[config.mk]
export PLATFORM = sky130hd
export DESIGN_NAME = ubx_frame_parser
export DESIGN_NICKNAME = d
export VERILOG_FILES = /design/src/hdl/ubxp_pkg.sv /design/src/hdl/ubxp_fletcher.sv /design/src/hdl/ubx_frame_parser.sv
export SDC_FILE = /design/constraint.sdc
export NUM_CORES = 1
export LEC_CHECK = 0
export BUFFER_PORTS_ARGS = -buffer_cell sky130_fd_sc_hd__clkbuf_2
export CAP_MARGIN = 20
export CORE_ASPECT_RATIO = 0.5
export CORE_MARGIN = 2
export CORE_UTILIZATION = 54
export DETAILED_ROUTE_END_ITERATION = 10
export HOLD_SLACK_MARGIN = 0.02
export PLACE_DENSITY = 0.77
export SYNTH_ARGS = -nofsm -noshare
export SYNTH_HDL_FRONTEND = slang
export SYNTH_SLANG_ARGS = --single-unit
[constraint.sdc]
create_clock -name clk -period 3.66 [get_ports clk]
set_input_delay 0.366 -clock clk [delete_from_list [all_inputs] [get_ports clk]]
set_output_delay 0.366 -clock clk [all_outputs]
set_load 0.05 [all_outputs]
[src/hdl/ubxp_pkg.sv]
`timescale 1ns / 1ps
// ----------------------------------------------------------------------------
// ubxp_pkg
// Shared types and constants for the UBX frame parser.
// ----------------------------------------------------------------------------
package ubxp_pkg;

  localparam int MAX_PAYLOAD_DEF = 512;

  localparam logic [7:0] SYNC_FIRST  = 8'hB5;
  localparam logic [7:0] SYNC_SECOND = 8'h62;
  localparam logic [7:0] ACK_CLASS   = 8'h05;
  localparam logic [7:0] ACK_ID      = 8'h01;
  localparam logic [7:0] NAK_ID      = 8'h00;

  localparam logic [2:0] ST_UNUSED     = 3'd0;
  localparam logic [2:0] ST_INCOMPLETE = 3'd1;
  localparam logic [2:0] ST_COMPLETE   = 3'd2;
  localparam logic [2:0] ST_ACK        = 3'd3;
  localparam logic [2:0] ST_NAK        = 3'd4;

  typedef enum logic [3:0] {
    PH_SYNC1   = 4'd0,
    PH_SYNC2   = 4'd1,
    PH_CLASS   = 4'd2,
    PH_ID      = 4'd3,
    PH_LEN_LO  = 4'd4,
    PH_LEN_HI  = 4'd5,
    PH_PAYLOAD = 4'd6,
    PH_CHK_A   = 4'd7,
    PH_CHK_B   = 4'd8
  } phase_t;

  // Control for the running checksum
  typedef struct packed {
    logic       en;     // fold data into the sum this cycle
    logic       clear;  // restart the sum with data as first byte
    logic [7:0] data;
  } sum_ctrl_t;

endpackage

[src/hdl/ubxp_fletcher.sv]
`timescale 1ns / 1ps
// ----------------------------------------------------------------------------
// ubxp_fletcher
// Running 8-bit Fletcher sum (A and B) over the frame bytes.
// ----------------------------------------------------------------------------
module ubxp_fletcher (
  input  logic                clk,
  input  logic                rst,
  input  ubxp_pkg::sum_ctrl_t ctrl,
  output logic [7:0]          sum_a,
  output logic [7:0]          sum_b
);
  import ubxp_pkg::*;

  logic [7:0] sum_a_next;
  logic [7:0] sum_b_next;

  always_comb begin
    sum_a_next = ctrl.clear ? ctrl.data : 8'(sum_a + ctrl.data);
    sum_b_next = ctrl.clear ? ctrl.data : 8'(sum_b + sum_a_next);
  end

  always_ff @(posedge clk) begin
    if (rst) begin
      sum_a <= '0;
      sum_b <= '0;
    end else if (ctrl.en) begin
      sum_a <= sum_a_next;
      sum_b <= sum_b_next;
    end
  end

endmodule

[src/hdl/ubx_frame_parser.sv]
`timescale 1ns / 1ps
// An accepted input beat passes through the input register and then the result register.
// Throughput: one byte per cycle while res_stall is low; the parse step is a single
// pass between the input register and the result register.
// Reset (synchronous, active high) empties both registers, returns the parser
// to sync hunting and clears the running sum, frame fields and all counters.
// ----------------------------------------------------------------------------
// ubx_frame_parser
// UBX byte-stream parser: sync hunt, header capture, payload pass-through,
// Fletcher-8 check, frame status and wrapping error/receive counters.
// ----------------------------------------------------------------------------
module ubx_frame_parser #(
  parameter int MAX_PAYLOAD = ubxp_pkg::MAX_PAYLOAD_DEF
) (
  input  logic        clk,
  input  logic        rst,
  input  logic        rx_valid,
  output logic        rx_stall,
  input  logic [7:0]  rx_byte,
  output logic        res_valid,
  input  logic        res_stall,
  output logic [2:0]  status,
  output logic        payload_valid,
  output logic [7:0]  payload_byte,
  output logic [8:0]  payload_index,
  output logic [7:0]  msg_class,
  output logic [7:0]  msg_id,
  output logic [9:0]  msg_length,
  output logic [31:0] overflow_count,
  output logic [31:0] checksum_error_count,
  output logic [31:0] received_count
);
  import ubxp_pkg::*;

  localparam int BT_W = $clog2(MAX_PAYLOAD + 1);

  // input register
  logic       s1_valid;
  logic [7:0] s1_byte;
  logic       adv;

  // parser state
  phase_t          phase, phase_next;
  logic [7:0]      frame_class, frame_class_next;
  logic [7:0]      frame_id, frame_id_next;
  logic [15:0]     frame_length, frame_length_next;
  logic [BT_W-1:0] bytes_taken, bytes_taken_next;
  logic [BT_W-1:0] bt_inc;
  logic [7:0]      got_check_a, got_check_a_next;
  logic [31:0]     overflow_tally, overflow_tally_next;
  logic [31:0]     checksum_tally, checksum_tally_next;
  logic [31:0]     received_tally, received_tally_next;

  logic [7:0]  sum_a, sum_b;
  sum_ctrl_t   sum_ctrl;

  // step results
  logic [2:0]  st_c;
  logic        pv_c;
  logic [7:0]  pbyte_c;
  logic [8:0]  pidx_c;

  assign adv      = s1_valid && (!res_valid || !res_stall);
  assign rx_stall = s1_valid && !adv;

  always_ff @(posedge clk) begin
    if (rst) begin
      s1_valid <= 1'b0;
    end else if (!s1_valid || adv) begin
      s1_valid <= rx_valid;
    end
  end

  always_ff @(posedge clk) begin
    if (rx_valid && !rx_stall) begin
      s1_byte <= rx_byte;
    end
  end

  ubxp_fletcher u_fletcher (
    .clk   (clk),
    .rst   (rst),
    .ctrl  (sum_ctrl),
    .sum_a (sum_a),
    .sum_b (sum_b)
  );

  assign bt_inc = bytes_taken + 1'b1;

  always_comb begin
    phase_next          = phase;
    frame_class_next    = frame_class;
    frame_id_next       = frame_id;
    frame_length_next   = frame_length;
    bytes_taken_next    = bytes_taken;
    got_check_a_next    = got_check_a;
    overflow_tally_next = overflow_tally;
    checksum_tally_next = checksum_tally;
    received_tally_next = received_tally;
    st_c                = ST_INCOMPLETE;
    pv_c                = 1'b0;
    pbyte_c             = '0;
    pidx_c              = '0;
    sum_ctrl.en         = 1'b0;
    sum_ctrl.clear      = 1'b0;
    sum_ctrl.data       = s1_byte;

    unique case (phase)
      PH_SYNC2: begin
        if (s1_byte == SYNC_SECOND) begin
          phase_next = PH_CLASS;
        end else begin
          phase_next = PH_SYNC1;
          st_c       = ST_UNUSED;
        end
      end
      PH_CLASS: begin
        frame_class_next = s1_byte;
        sum_ctrl.en      = adv;
        sum_ctrl.clear   = 1'b1;
        phase_next       = PH_ID;
      end
      PH_ID: begin
        frame_id_next = s1_byte;
        sum_ctrl.en   = adv;
        phase_next    = PH_LEN_LO;
      end
      PH_LEN_LO: begin
        frame_length_next = {8'h00, s1_byte};
        sum_ctrl.en       = adv;
        phase_next        = PH_LEN_HI;
      end
      PH_LEN_HI: begin
        frame_length_next = {s1_byte, frame_length[7:0]};
        sum_ctrl.en       = adv;
        if ({1'b0, frame_length_next} > 17'(MAX_PAYLOAD)) begin
          overflow_tally_next = overflow_tally + 32'd1;
          phase_next          = PH_SYNC1;
          st_c                = ST_UNUSED;
        end else begin
          bytes_taken_next = '0;
          phase_next       = PH_PAYLOAD;
        end
      end
      PH_PAYLOAD: begin
        if (16'(bytes_taken) < frame_length) begin
          pv_c             = 1'b1;
          pbyte_c          = s1_byte;
          pidx_c           = 9'(bytes_taken);
          sum_ctrl.en      = adv;
          bytes_taken_next = bt_inc;
          if (16'(bt_inc) == frame_length) begin
            phase_next = PH_CHK_A;
          end
        end else begin
          // zero-length frame lands here
          overflow_tally_next = overflow_tally + 32'd1;
          phase_next          = PH_SYNC1;
          st_c                = ST_UNUSED;
        end
      end
      PH_CHK_A: begin
        got_check_a_next = s1_byte;
        phase_next       = PH_CHK_B;
      end
      PH_CHK_B: begin
        phase_next = PH_SYNC1;
        if (got_check_a == sum_a && s1_byte == sum_b) begin
          received_tally_next = received_tally + 32'd1;
          if (frame_class == ACK_CLASS && frame_id == ACK_ID) begin
            st_c = ST_ACK;
          end else if (frame_class == ACK_CLASS && frame_id == NAK_ID) begin
            st_c = ST_NAK;
          end else begin
            st_c = ST_COMPLETE;
          end
        end else begin
          checksum_tally_next = checksum_tally + 32'd1;
          st_c                = ST_UNUSED;
        end
      end
      default: begin
        if (s1_byte == SYNC_FIRST) begin
          phase_next = PH_SYNC2;
        end else begin
          phase_next = PH_SYNC1;
          st_c       = ST_UNUSED;
        end
      end
    endcase
  end

  always_ff @(posedge clk) begin
    if (rst) begin
      phase          <= PH_SYNC1;
      frame_class    <= '0;
      frame_id       <= '0;
      frame_length   <= '0;
      bytes_taken    <= '0;
      got_check_a    <= '0;
      overflow_tally <= '0;
      checksum_tally <= '0;
      received_tally <= '0;
    end else if (adv) begin
      phase          <= phase_next;
      frame_class    <= frame_class_next;
      frame_id       <= frame_id_next;
      frame_length   <= frame_length_next;
      bytes_taken    <= bytes_taken_next;
      got_check_a    <= got_check_a_next;
      overflow_tally <= overflow_tally_next;
      checksum_tally <= checksum_tally_next;
      received_tally <= received_tally_next;
    end
  end

  // result register; frame fields and counters are read from state, which
  // moves in lockstep with this register
  always_ff @(posedge clk) begin
    if (rst) begin
      res_valid <= 1'b0;
    end else if (!res_valid || !res_stall) begin
      res_valid <= adv;
    end
  end

  always_ff @(posedge clk) begin
    if (adv) begin
      status        <= st_c;
      payload_valid <= pv_c;
      payload_byte  <= pbyte_c;
      payload_index <= pidx_c;
    end
  end

  assign msg_class            = frame_class;
  assign msg_id               = frame_id;
  assign msg_length           = frame_length[9:0];
  assign overflow_count       = overflow_tally;
  assign checksum_error_count = checksum_tally;
  assign received_count       = received_tally;

  a_payload_incomplete: assert property (@(posedge clk) disable iff (rst)
    res_valid && payload_valid |-> status == ST_INCOMPLETE)
    else $error("payload beat with final status");

  a_payload_bound: assert property (@(posedge clk) disable iff (rst)
    phase == PH_PAYLOAD |-> frame_length == 16'd0 || 16'(bytes_taken) < frame_length)
    else $error("payload index past frame length");

  a_recv_status: assert property (@(posedge clk) disable iff (rst)
    !$past(rst) && received_tally != $past(received_tally) |->
      res_valid && (status == ST_COMPLETE || status == ST_ACK || status == ST_NAK))
    else $error("receive count moved without a complete frame");

  a_chk_len: assert property (@(posedge clk) disable iff (rst)
    phase == PH_CHK_A |-> frame_length != 16'd0 && 16'(bytes_taken) == frame_length)
    else $error("checksum phase before payload done");

endmodule
==> out/results.ini <==
[pwr]
p_per_area_nw_per_um2=374
p_sw_uw=1000
p_leak_uw=0.00426
vdd_drop_max_v=0.000352
p_comb_share_pct=4.0
seqPwrFrac_pct=50.9
swShare_pct=23.0
clkPwrFrac_pct=45.1
p_int_uw=3360

[run]
maxCapViolCount=0

[die]
initial_core_util_pct=54.8
ios=157
die-area_um2=19700
die_h_um=100
core_area_um2=18300
row_count=35
die_x_um=197

[placed_design]
dp_hpwl_mm=18.3
dp.cells=1538
io_buffers=156
gp_congestion=0.933

[grt]
gr-usage-met1_pct=35.8
antenna_found_initial=0
grt_first_pass_wirelength_mm=41.8
grt_max_degree=72
grt-busiest-layer=met2
grt_usage_pct=26.3
grtUsageMet2_pct=42.4
use_met3_pct=6.22
grt_pass1_vias=8289
grt_overflow_total=0

[finish]
drive_above_1_share_pct=17.2
fillers=1554
final_nets=1360
instances_no_fill=1570
area_delta_synth_final_pct=16.4
antenna_cells=0
post-route-util_pct=63.8

[yosys]
syn-num-nets=1224
synth_ff_type=dfxtp_1
synth_cells=1181
synth.avg_cell_area_um2=8.47
syn_area_um2=10000
synth-async-reset-ratio_pct=0
synth_edf_count=29
ys_seq_area_share_pct=42.3
yosys_warnings=0
synth-seq-cells=197
synth_cell_types=59

[clock_tree]
cts_tree=yes
htree_levels=4
clockBufferDepth=2
cts_resized=0
postCtsSetupBuffers=0
clock_latency_ps=430
cts_buffers=17
clkTransAtPathRegs_ps=80
cts-root-buf=clkbuf_16
clock-sinks=197
cts_hold_buf=0

[sta]
drv_slew=0
post-route-period-util_pct=90.1
fmax_mhz=303
finalSetupViolCount=0
hold-worst-slack_ps=108
fin_skew_ps=13.7
max_slew_margin_pct=39.5
finalHoldViolCount=0
period_needed_ps=3300
tightest_slew_ps=905
rsz0062_at_grt=false
setup_tns_ps=0

[setup_path]
critPathBufInv=0
worstPathRequired_ps=4000
critical_path_class=reg -> reg
start_kind=flip-flop
crit_family=compound AO/OA/AOI/OAI gates
worstPathCellList=ha_1, fa_1, a21o_1, a21oi_1, xnor2_1, o21ai_1, ha_1, nand3_1, o211ai_1, o41ai_1, xnor2_1, xnor2_1, nand2_1, a311oi_1
crit_top_cell=xnor2_1
cp_max_fo=5
slowest_stage=fa_1
cp.arrival_ps=3640
worst_setup_path_end_kind=flip-flop
slowest_delay_ps=410

[routing]
vias_per_cell=5.84
final_antenna_net_count=0
via_count=9171
wirelength_mm=25.9
drc=0
routedWlPerCell_um=16.5
drt_iter0_markers=671
firstDrtPassIters=5

[hold_path]
hold_path_class=in -> reg

[run_status]
status=finished clean

==> cells in the mapped netlist, types with 35 or more instances <==
cell type | n | area (um2)
dfxtp_1 | 168 | 3360
nor2_1 | 136 | 510
nand2_1 | 100 | 375
a21oi_1 | 92 | 460
xnor2_1 | 86 | 753
nand3_1 | 67 | 335
clkbuf_1 | 55 | 206
o21ai_0 | 51 | 255
inv_1 | 44 | 165
nor3_1 | 42 | 210
or3_1 | 35 | 219
==> metal layers <==
| metal | vias up | part of all wire (%) |
|---|---|---|
| met3 | 35 | 7.5 |
| met2 | 315 | 46 |
| met5 | - | 0 |
| li1 | 4450 | - |
| met4 | 0 | 1.6 |
| met1 | 4371 | 45 |
==> through the flow <==
step | setup WS [ps] | cell area [um2] | total power (uW)
global route | 104 | 11600 | 4480
finish | 363 | 11600 | 4360
floorplan | 516 | 10000 | 2390
global placement | 421 | 11000 | 2440
detailed placement | 326 | 11000 | 2440
CTS | 320 | 11600 | 4380
==> cells by family (layout without fill, tap and decap cells) <==
| group | count (synthesis) | after routing | synth area share [%] |
|---|---|---|---|
| AO/OA/AOI/OAI | 212 | 212 | 12.7 |
| flip-flops | 197 | 197 | 42.3 |
| buffers and inverters | 118 | 267 | 5.01 |
| XOR/XNOR | 96 | 96 | 8.40 |
| multiplexers | 22 | 22 | 2.21 |
| AND/OR/NAND/NOR | 505 | 505 | 25.3 |
| adder cells (fa/ha/maj) | 31 | 31 | 4.03 |
==> power groups by stage <==
stage	combinational, uW	clock, uW	sequential [uW]
after global placement	169	0	2270
after global routing	185	2080	2220
after CTS	172	2000	2220
final	174	1970	2220
after detailed placement	171	0	2270
after floorplan	84.6	0	2300
==> worst paths after layout <==
| check | start | end | slack (ps) | cells after the start |
|---|---|---|---|---|
| max reg2reg | s1_byte[0] | u_fletcher.sum_b[7] | 360 | 14 |
| min | rx_byte[5] | s1_byte[5] | 110 | 1 |
| max | s1_byte[0] | u_fletcher.sum_b[7] | 360 | 14 |
| min reg2reg | frame_length[12] | frame_length[12] | 470 | 2 |
==> placed cells by master, fill, tap and decap left out, drive strengths merged, types with 16 or more instances in the layout <==
master and instances:
nor4 16, xnor2 86, dfxtp 168, nand3 67
nand2 100, ha 29, and3 24, o21ai 51
edfxtp 29, inv 51, nor2 136, a21oi 92
or3 35, clkbuf 176, buf 35, nor3 43
mux2i 21, nand4 28
==> sequential cells by signal (all words and copies together), names as in the netlist <==
| register | count |
|---|---|
| res_valid | 1 |
| u_fletcher.sum_b | 8 |
| got_check_a | 8 |
| s1_byte | 8 |
| overflow_count | 32 |
| s1_valid | 1 |
| payload_byte | 8 |
| payload_index | 9 |
| msg_id | 8 |
| msg_class | 8 |
| checksum_error_count | 32 |
| u_fletcher.sum_a | 8 |
| frame_length | 16 |
| phase | 4 |
| bytes_taken | 10 |
| payload_valid | 1 |
| received_count | 32 |
| status | 3 |
==> area by class of cell <==
cell class,count,area (um2),area share [%]
clock buffer,21,483,4.15
clock inverter,11,131,1.13
inverter,45,169,1.45
multi-input combinational,866,5290,45.4
sequential,197,4230,36.4
tap,240,300,2.58
timing repair buffer,190,1040,8.92
Note: power is estimated with default switching activity, not from simulation.
